[src/rtl/core/ntsu_pkg.sv]
// Shared types, constants and helpers for the NTP seconds to UTC date unit.
`timescale 1ns / 1ps

package ntsu_pkg;

  // Input transfer payload
  typedef struct packed {
    logic [31:0] ntp_seconds;
    logic [31:0] ntp_fraction;
  } in_t;

  // Result transfer payload
  typedef struct packed {
    logic [11:0] calendar_year;
    logic [3:0]  month_of_year;
    logic [4:0]  day_of_month;
    logic [4:0]  hour_of_day;
    logic [5:0]  minute_of_hour;
    logic [5:0]  second_of_minute;
    logic [6:0]  hundredths;
  } out_t;

  typedef enum logic [2:0] {
    ST_IDLE,
    ST_DAYS,
    ST_HOUR,
    ST_MIN,
    ST_YEAR,
    ST_MONTH,
    ST_DONE
  } state_t;

  // Operand select for the shared compare/subtract unit
  typedef enum logic [2:0] {
    OP_EPOCH,
    OP_DAY,
    OP_HOUR,
    OP_MIN,
    OP_YEAR,
    OP_MONTH
  } op_sel_t;

  typedef struct packed {
    op_sel_t    sel;
    logic [3:0] shamt;
    logic       leap;
    logic [3:0] mon;
  } unit_ctl_t;

  localparam logic [31:0] EPOCH_OFFSET = 32'd2208988800;
  localparam logic [31:0] DAY_SECS     = 32'd86400;
  localparam logic [31:0] HOUR_SECS    = 32'd3600;
  localparam logic [31:0] MIN_SECS     = 32'd60;
  localparam logic [31:0] YEAR_DAYS    = 32'd365;
  localparam logic [31:0] LEAP_DAYS    = 32'd366;
  localparam logic [11:0] BASE_YEAR    = 12'd1970;

  // 1970 residues for the leap rule counters
  localparam logic [1:0] BASE_MOD4   = 2'd2;
  localparam logic [6:0] BASE_MOD100 = 7'd70;
  localparam logic [8:0] BASE_MOD400 = 9'd370;
  localparam logic [6:0] LAST_MOD100 = 7'd99;
  localparam logic [8:0] LAST_MOD400 = 9'd399;

  // Top quotient bit index per division pass (16, 5 and 6 bits)
  localparam logic [3:0] DAY_TOP_STEP  = 4'd15;
  localparam logic [3:0] HOUR_TOP_STEP = 4'd4;
  localparam logic [3:0] MIN_TOP_STEP  = 4'd5;

  // Zero-based month indexes
  localparam logic [3:0] MON_FEB = 4'd1;
  localparam logic [3:0] MON_APR = 4'd3;
  localparam logic [3:0] MON_JUN = 4'd5;
  localparam logic [3:0] MON_SEP = 4'd8;
  localparam logic [3:0] MON_NOV = 4'd10;
  localparam logic [3:0] MON_DEC = 4'd11;

  localparam logic [14:0] HUND_SCALE = 15'd100;

  function automatic logic [4:0] month_days(input logic [3:0] mon, input logic leap);
    logic [4:0] len;
    if (mon == MON_FEB) begin
      len = leap ? 5'd29 : 5'd28;
    end else if (mon inside {MON_APR, MON_JUN, MON_SEP, MON_NOV}) begin
      len = 5'd30;
    end else begin
      len = 5'd31;
    end
    return len;
  endfunction

endpackage

[src/rtl/core/ntsu_cmpsub.sv]
// Shared compare/subtract unit with its operand selection.
`timescale 1ns / 1ps

module ntsu_cmpsub (
  input  logic [31:0]        a,
  input  ntsu_pkg::unit_ctl_t ctl,
  output logic               ge,
  output logic [31:0]        diff
);
  import ntsu_pkg::*;

  logic [31:0] b;
  logic [32:0] wide;

  always_comb begin
    case (ctl.sel)
      OP_EPOCH: b = EPOCH_OFFSET;
      OP_DAY:   b = DAY_SECS << ctl.shamt;
      OP_HOUR:  b = HOUR_SECS << ctl.shamt;
      OP_MIN:   b = MIN_SECS << ctl.shamt;
      OP_YEAR:  b = ctl.leap ? LEAP_DAYS : YEAR_DAYS;
      OP_MONTH: b = {27'd0, month_days(ctl.mon, ctl.leap)};
      default:  b = EPOCH_OFFSET;
    endcase
  end

  // Borrow out of the 33-bit subtract means a < b
  assign wide = {1'b0, a} - {1'b0, b};
  assign diff = wide[31:0];
  assign ge   = ~wide[32];

endmodule

[src/rtl/core/ntp_seconds_to_utc_date_unit.sv]
// Top level: NTP seconds and fraction to UTC calendar date and time of day.
`timescale 1ns / 1ps

// Usage
//   Input channel (in_valid/in_ready/in_data) takes one NTP timestamp: 32-bit
//   seconds of era 0 and the 32-bit fraction. Result channel (out_valid/
//   out_ready/out_data) returns one UTC date and time of day per input transfer.
//   One compare/subtract unit does all but the hundredths under a sequencer:
//     epoch offset subtract (32-bit wrap, pre-1970 maps to 2036..2106)
//     restoring divide by 86400 (days, time of day)
//     divides by 3600 and 60 (hour, minute, remainder is second)
//     year walk from 1970, one year per cycle
//     month walk, one month per cycle
//     result load into the output register
//   The next item can be taken in the cycle after the load.
//   in_ready is high only while the sequencer is idle, so one item
//   is in flight; a finished result may sit in the output register while the
//   next item is taken and worked on. If the receiver still holds off when that
//   next result is ready, the sequencer waits in its final state.
//   Reset (rst_n low, synchronous) returns to idle and drops out_valid.

module ntp_seconds_to_utc_date_unit (
  input  logic           clk,
  input  logic           rst_n,
  input  logic           in_valid,
  output logic           in_ready,
  input  ntsu_pkg::in_t  in_data,
  output logic           out_valid,
  input  logic           out_ready,
  output ntsu_pkg::out_t out_data
);
  import ntsu_pkg::*;

  state_t      state_r, state_nxt;
  logic [3:0]  step_r, step_nxt;
  logic [31:0] acc_r, acc_nxt;       // working remainder
  logic [15:0] days_r, days_nxt;     // day quotient
  logic [4:0]  hour_r, hour_nxt;
  logic [5:0]  min_r, min_nxt;
  logic [5:0]  sec_r, sec_nxt;
  logic [6:0]  hund_r, hund_nxt;
  logic [11:0] year_r, year_nxt;
  logic [1:0]  mod4_r, mod4_nxt;
  logic [6:0]  mod100_r, mod100_nxt;
  logic [8:0]  mod400_r, mod400_nxt;
  logic [3:0]  mon_r, mon_nxt;
  logic        out_valid_r, out_valid_nxt;
  out_t        out_data_r, out_data_nxt;

  unit_ctl_t   ctl;
  logic [31:0] unit_a;
  logic        ge;
  logic [31:0] diff;
  logic [31:0] rem;
  logic        leap;
  logic        out_load;
  logic [14:0] hund_prod;

  assign leap = ((mod4_r == 2'd0) && (mod100_r != 7'd0)) || (mod400_r == 9'd0);
  assign rem  = ge ? diff : acc_r;
  assign hund_prod = {7'd0, in_data.ntp_fraction[31:24]} * HUND_SCALE;
  assign out_load  = (state_r == ST_DONE) && (!out_valid_r || out_ready);

  ntsu_cmpsub u_cmpsub (
    .a    (unit_a),
    .ctl  (ctl),
    .ge   (ge),
    .diff (diff)
  );

  // Next state
  always_comb begin
    state_nxt = state_r;
    case (state_r)
      ST_IDLE:  if (in_valid) state_nxt = ST_DAYS;
      ST_DAYS:  if (step_r == 4'd0) state_nxt = ST_HOUR;
      ST_HOUR:  if (step_r == 4'd0) state_nxt = ST_MIN;
      ST_MIN:   if (step_r == 4'd0) state_nxt = ST_YEAR;
      ST_YEAR:  if (!ge) state_nxt = ST_MONTH;
      ST_MONTH: if ((mon_r == MON_DEC) || !ge) state_nxt = ST_DONE;
      ST_DONE:  if (out_load) state_nxt = ST_IDLE;
      default:  state_nxt = ST_IDLE;
    endcase
  end

  // Sequencer outputs: handshake and unit control
  always_comb begin
    in_ready  = 1'b0;
    unit_a    = acc_r;
    ctl.sel   = OP_EPOCH;
    ctl.shamt = step_r;
    ctl.leap  = leap;
    ctl.mon   = mon_r;
    case (state_r)
      ST_IDLE: begin
        in_ready = 1'b1;
        unit_a   = in_data.ntp_seconds;
      end
      ST_DAYS:  ctl.sel = OP_DAY;
      ST_HOUR:  ctl.sel = OP_HOUR;
      ST_MIN:   ctl.sel = OP_MIN;
      ST_YEAR:  ctl.sel = OP_YEAR;
      ST_MONTH: ctl.sel = OP_MONTH;
      default:  ctl.sel = OP_EPOCH;
    endcase
  end

  // Datapath
  always_comb begin
    step_nxt      = step_r;
    acc_nxt       = acc_r;
    days_nxt      = days_r;
    hour_nxt      = hour_r;
    min_nxt       = min_r;
    sec_nxt       = sec_r;
    hund_nxt      = hund_r;
    year_nxt      = year_r;
    mod4_nxt      = mod4_r;
    mod100_nxt    = mod100_r;
    mod400_nxt    = mod400_r;
    mon_nxt       = mon_r;
    out_data_nxt  = out_data_r;
    out_valid_nxt = out_valid_r;

    if (out_valid_r && out_ready) out_valid_nxt = 1'b0;

    case (state_r)
      ST_IDLE: begin
        if (in_valid) begin
          acc_nxt    = diff;            // unix time, wraps mod 2^32
          step_nxt   = DAY_TOP_STEP;
          days_nxt   = '0;
          hour_nxt   = '0;
          min_nxt    = '0;
          mon_nxt    = '0;
          year_nxt   = BASE_YEAR;
          mod4_nxt   = BASE_MOD4;
          mod100_nxt = BASE_MOD100;
          mod400_nxt = BASE_MOD400;
          hund_nxt   = hund_prod[14:8];
        end
      end
      ST_DAYS: begin
        acc_nxt  = rem;
        days_nxt = {days_r[14:0], ge};
        step_nxt = (step_r == 4'd0) ? HOUR_TOP_STEP : step_r - 4'd1;
      end
      ST_HOUR: begin
        acc_nxt  = rem;
        hour_nxt = {hour_r[3:0], ge};
        step_nxt = (step_r == 4'd0) ? MIN_TOP_STEP : step_r - 4'd1;
      end
      ST_MIN: begin
        acc_nxt  = rem;
        min_nxt  = {min_r[4:0], ge};
        step_nxt = step_r - 4'd1;
        if (step_r == 4'd0) begin
          sec_nxt = rem[5:0];
          acc_nxt = {16'd0, days_r};
        end
      end
      ST_YEAR: begin
        if (ge) begin
          acc_nxt    = diff;
          year_nxt   = year_r + 12'd1;
          mod4_nxt   = mod4_r + 2'd1;
          mod100_nxt = (mod100_r == LAST_MOD100) ? 7'd0 : mod100_r + 7'd1;
          mod400_nxt = (mod400_r == LAST_MOD400) ? 9'd0 : mod400_r + 9'd1;
        end
      end
      ST_MONTH: begin
        if ((mon_r != MON_DEC) && ge) begin
          acc_nxt = diff;
          mon_nxt = mon_r + 4'd1;
        end
      end
      ST_DONE: begin
        if (out_load) begin
          out_valid_nxt                 = 1'b1;
          out_data_nxt.calendar_year    = year_r;
          out_data_nxt.month_of_year    = mon_r + 4'd1;
          out_data_nxt.day_of_month     = acc_r[4:0] + 5'd1;
          out_data_nxt.hour_of_day      = hour_r;
          out_data_nxt.minute_of_hour   = min_r;
          out_data_nxt.second_of_minute = sec_r;
          out_data_nxt.hundredths       = hund_r;
        end
      end
      default: begin
        step_nxt = step_r;
      end
    endcase
  end

  always_ff @(posedge clk) begin
    if (!rst_n) begin
      state_r     <= ST_IDLE;
      out_valid_r <= 1'b0;
      step_r      <= '0;
    end else begin
      state_r     <= state_nxt;
      out_valid_r <= out_valid_nxt;
      step_r      <= step_nxt;
    end
  end

  always_ff @(posedge clk) begin
    acc_r      <= acc_nxt;
    days_r     <= days_nxt;
    hour_r     <= hour_nxt;
    min_r      <= min_nxt;
    sec_r      <= sec_nxt;
    hund_r     <= hund_nxt;
    year_r     <= year_nxt;
    mod4_r     <= mod4_nxt;
    mod100_r   <= mod100_nxt;
    mod400_r   <= mod400_nxt;
    mon_r      <= mon_nxt;
    out_data_r <= out_data_nxt;
  end

  assign out_valid = out_valid_r;
  assign out_data  = out_data_r;

  // Only one item in flight
  a_busy_not_ready: assert property (@(posedge clk) disable iff (!rst_n)
    (state_r != ST_IDLE) |-> !in_ready)
    else $error("in_ready high while sequencer busy");

  // Each transfer starts the day divide with a full quotient count
  a_start_divide: assert property (@(posedge clk) disable iff (!rst_n)
    (in_valid && in_ready) |=> (state_r == ST_DAYS) && (step_r == DAY_TOP_STEP))
    else $error("day divide not started after input transfer");

  // Year walk advances the year exactly once per consumed year
  a_year_step: assert property (@(posedge clk) disable iff (!rst_n)
    (state_r == ST_YEAR) && ge |=> (year_r == $past(year_r) + 12'd1))
    else $error("year walk step lost");

  // A pending result is never overwritten before it is taken
  a_no_overwrite: assert property (@(posedge clk) disable iff (!rst_n)
    (state_r == ST_DONE) && out_valid_r && !out_ready |=> (state_r == ST_DONE))
    else $error("result loaded over a stalled one");

endmodule

[config.mk]
export PLATFORM = sky130hd
export DESIGN_NAME = ntp_seconds_to_utc_date_unit
export DESIGN_NICKNAME = d
export VERILOG_FILES = /design/src/rtl/core/ntsu_pkg.sv /design/src/rtl/core/ntsu_cmpsub.sv /design/src/rtl/core/ntp_seconds_to_utc_date_unit.sv
export SDC_FILE = /design/constraint.sdc
export NUM_CORES = 1
export LEC_CHECK = 0
export ABC_CLOCK_PERIOD_IN_PS = 5800
export BUFFER_PORTS_ARGS = -buffer_cell sky130_fd_sc_hd__buf_2
export CAP_MARGIN = 25
export CORE_UTILIZATION = 54
export CTS_CLUSTER_SIZE = 24
export DETAILED_ROUTE_END_ITERATION = 7
export GPL_TIMING_DRIVEN = 0
export PLACE_DENSITY = 0.77
export SLEW_MARGIN = 0
export SYNTH_ARGS = -nofsm -noshare
export SYNTH_HDL_FRONTEND = slang
export SYNTH_SLANG_ARGS = --single-unit
export TNS_END_PERCENT = 1
[constraint.sdc]
create_clock -name clk -period 5.8 [get_ports clk]
set_clock_uncertainty 0.05 [all_clocks]
set_input_delay 1.16 -clock clk [delete_from_list [all_inputs] [get_ports clk]]
set_output_delay 1.16 -clock clk [all_outputs]
set_load 0.05 [all_outputs]
==> key figures <==
Floorplan
  – Initial Util: 0.553
  – Full die area: a little under 20000 µm²
  – # rows: 50
  – Die height: approximately 140 µm
  – Io pins: between 100 and 150
  – Core region area: 18700 µm²
  – Horiz. Die Dim: 140 µm

Min path
  – Hold worst-path end: out_data[10]$_DFFE_PP_
  – Hold Crit Depth: 0
  – Beginning of the worst hold path: sec_r[3]$_DFFE_PP_
  – Hold Crit Class: reg -> reg

GRT
  – GRT Util Overall: 0.273
  – GRT overflow: 0
  – Number of global-route vias before repair: 8005
  – First-pass GRT wire length: 42000 µm
  – Number of antenna violations at the first check in global routing: 0
  – Largest net degree at the start of global routing: 31

CTS
  – Cts bufs inserted: 17
  – Worst-Skew Late Latency: 0.44 ns
  – H-Tree Depth: 4
  – Clock slew at reported path FFs: 0.07 ns
  – CTS tree: built
  – Max clock buf depth: 2
  – CTS root buffer: clkbuf_16
  – Sink Count: ~160
  – Hold-fix buffers, CTS: 0

Synthesis
  – Ys Warns: 0
  – Mapped Area: ~10000 µm²
  – Syn Area/Cell: ~10 µm²
  – Synth top area cells: edfxtp_1 (44%), ha_1 (8.5%), mux2_2 (3.6%), nand2_1 (3.5%), nor2_1 (3.4%)
  – Synth Area in Compound Gates: 0.169
  – Distinct cell type count after synthesis: 75
  – Adder-Cell Fraction of Synth Area: 0.0906
  – #FFs+latches synth: 159
  – Seq/Total Area, Yosys: 0.454
  – Top cell type's share of synthesized area: 0.439
  – Dominant synthesized flop cell: edfxtp_1
  – Main combinational cell family by area after synthesis: compound AO/OA/AOI/OAI gates
  – Mux cell area share after synthesis: 0.0471
  – Asr flop ratio synth: 0
  – Synth Instances: 1028
  – Xor/xnor cell area share of the yosys netlist: 0.0458
  – Synth area leader: edfxtp_1
  – Synth Net Count: between 1000 and 1500
  – Post-synth EDFFs: ~150
  – Post-synthesis simple-gate area fraction: 0.159

STA
  – Least-Margin Pin Slew: 0.993 ns
  – Max-slew headroom: 0.338
  – # setup viols final: 0
  – Highest clock rate: ~180 MHz
  – RSZ-0062 raised after global routing: false
  – Fin. max-slew vios: 0
  – Setup ws final: 0.283 ns
  – Tmin final: 5.52 ns
  – Tcrit/Tclk final: 0.951
  – Hold Fails Final Rpt: 0

Cells and area
  – Register area: about 4700 µm²
  – Layout net count: about 1300
  – Antenna diode count: 0
  – Share of layout cells above drive strength 1: 0.167
  – Fill count: 1502
  – Area occupied by multi-input gates: 5320 µm²
  – P&R area growth vs syn: 14.0%

Worst setup path
  – R2r startpoint: state_r[2]$_SDFFE_PN0P_
  – WS Path Type: reg -> reg
  – Crit path arrival time: between 5 and 6 ns
  – Reg2reg end: acc_r[9]$_DFFE_PP_
  – CP Capture Type: flip-flop
  – R2R depth: 18
  – Flop-to-flop setup slack: 0.28 ns
  – Req. time, crit path: 5.94 ns
  – Critical Path Source Type: flip-flop
  – Crit Path Max Fanout: 24

Pwr
  – Overall power: 8130 µW
  – P_leak: 0.00466 µW
  – Pwr Density: ~700 nW/µm²
  – Peak supply drop: ~490 µV

Placed design
  – Pre-CTS setup slack: 0.0324 ns
  – Hpwl dp: roughly 19000 µm
  – Final GP Congestion: 0.984
  – I/O Buffers: 90

Route
  – Routed vias/inst: 6.14
  – Wire per inst: roughly 19 µm
  – Pre-antenna DRT Iters: 6
  – Via count: roughly 8500
  – Routed Antenna Nets: 0
  – Initial DRC count: 850
  – DRT Wirelength: between 20000 and 30000 µm
  – DRC Markers: 0

Run
  – Max-capacitance violation count: 0

Outcome
  – Outcome: complete, no violations
==> cell usage after synthesis, types with 4 or more instances <==
| library cell | number |
|---|---|
| edfxtp_1 | 151 |
| nand2_1 | 96 |
| nor2_1 | 94 |
| ha_1 | 70 |
| a21oi_1 | 62 |
| o21ai_0 | 61 |
| clkbuf_1 | 42 |
| inv_1 | 34 |
| mux2_2 | 33 |
| nand3_1 | 33 |
| and3_1 | 32 |
| xor2_1 | 28 |
| xnor2_1 | 26 |
| a22oi_1 | 22 |
| nor2b_1 | 18 |
| nand2b_1 | 16 |
| nor3_1 | 16 |
| a21o_1 | 15 |
| o21ai_1 | 15 |
| a31oi_1 | 14 |
| o211ai_1 | 13 |
| dfxtp_1 | 8 |
| o21a_1 | 8 |
| mux2i_1 | 7 |
| nand4_1 | 7 |
| o22ai_1 | 7 |
| or3_1 | 6 |
| buf_1 | 5 |
| a211oi_1 | 4 |
| o31ai_1 | 4 |
==> what timing repair did <==
| item | 4_1_cts | 5_1_grt |
|---|---|---|
| setup buffers | 0 | 0 |
| pin swaps | 0 | 0 |
| resized for setup | 1 | 9 |
| endpoints found under the setup margin | 3 | 98 |
==> per-stage QoR <==
| step | setup TNS (ns) | cells | utilization | hold WS (ns) | area (µm²) |
|---|---|---|---|---|---|
| 2_1_floorplan | -0.330 | 1028 | - | 0.350 | 10300 |
| 5_1_grt | 0 | 1388 | 0.630 | 0.377 | 11800 |
| 3_3_place_gp | -97.47 | 1352 | 0.592 | 0.350 | 11100 |
| 4_1_cts | 0 | 1388 | 0.629 | 0.369 | 11800 |
| 3_5_place_dp | 0 | 1356 | 0.597 | 0.355 | 11200 |
| 6_report | 0 | 1388 | 0.630 | 0.370 | 11800 |
==> critical path, stage by stage (launching register included) <==
cell,delay [ns]
dfxtp_1,0.38
buf_1,0.38
clkbuf_1,0.39
clkbuf_2,0.35
nand2_2,0.25
o22ai_1,0.31
ha_1,0.20
inv_1,0.05
fa_1,0.44
a211oi_2,0.26
o21ai_1,0.17
a221oi_2,0.46
a211oi_2,0.17
o31a_4,0.36
nor3_4,0.31
nand2b_1,0.15
a21o_1,0.16
a21oi_4,0.14
buf_12,0.24
==> cell type report <==
type | instances | area share
flip-flops and latches | 159 | 0.398
clock buffers | 17 | 0.0361
multi-input cells | 780 | 0.451
repair buffers | 94 | 0.0428
inverters | 36 | 0.0115
well taps | 234 | 0.0249
clock inverters | 15 | 0.0159
plain buffers | 53 | 0.0190
==> power by group <==
| part | internal, µW | total [µW] | switching (µW) |
|---|---|---|---|
| sequential | 1860 | 2040 | 177 |
| combinational | 1890 | 4950 | 3060 |
| clock | 588 | 1140 | 553 |
==> worst max path at each step <==
stage                                       start                  end  slack, ns  cells past startpoint
final                     state_r[2]$_SDFFE_PN0P_   acc_r[9]$_DFFE_PP_       0.28                     18
after global routing      state_r[1]$_SDFFE_PN0P_   acc_r[9]$_DFFE_PP_       0.01                     16
after CTS                 state_r[2]$_SDFFE_PN0P_  acc_r[10]$_DFFE_PP_       0.06                     18
after detailed placement  state_r[2]$_SDFFE_PN0P_  acc_r[20]$_DFFE_PP_       0.03                     16
after global placement    state_r[1]$_SDFFE_PN0P_  acc_r[25]$_DFFE_PP_      -1.59                     16
after floorplan           state_r[1]$_SDFFE_PN0P_   acc_r[0]$_DFFE_PP_      -0.01                     17
==> cell usage in the layout (no fill, tap or decap), types with 8 or more instances in the layout <==
cell and count:
nor2b_1 18, clkbuf_1 37, nand2b_1 16, o211ai_1 13, o21ai_0 60, and3_1 32
nand3_1 33, a21oi_1 61, edfxtp_1 151, mux2_2 33, clkbuf_16 17, nor3_1 15
a22oi_1 22, nor2_1 94, a31oi_1 14, a21o_1 15, buf_2 93, dfxtp_1 8
o21ai_1 15, xnor2_1 26, ha_1 70, nand2_1 95, inv_1 34, xor2_1 28
o21a_1 8
==> per-layer routing <==
layer  global-route usage  vias to the layer above  part of all wire
met2                0.435                      397              0.46
li1                     -                     4067                 -
met3               0.0431                       68             0.071
met1                0.372                     3994              0.43
met5                    0                        -                 0
met4                0.112                        0             0.031
==> cells by family after synthesis <==
family | after synthesis
simple gates | 341
compound gates | 269
flops | 159
buf+inv | 89
fa+ha+maj | 73
xor+xnor | 54
mux | 43
==> flip-flops by register name (all words and copies together), names as in the netlist, 3 cells and up <==
signal and flops:
mod100_r 7, hour_r 5, out_data 45, hund_r 7, state_r 3, days_r 16, step_r 4, mod400_r 9
mon_r 4, acc_r 32, sec_r 6, year_r 12, min_r 6
No activity file was read; power rests on OpenSTA's default activity.
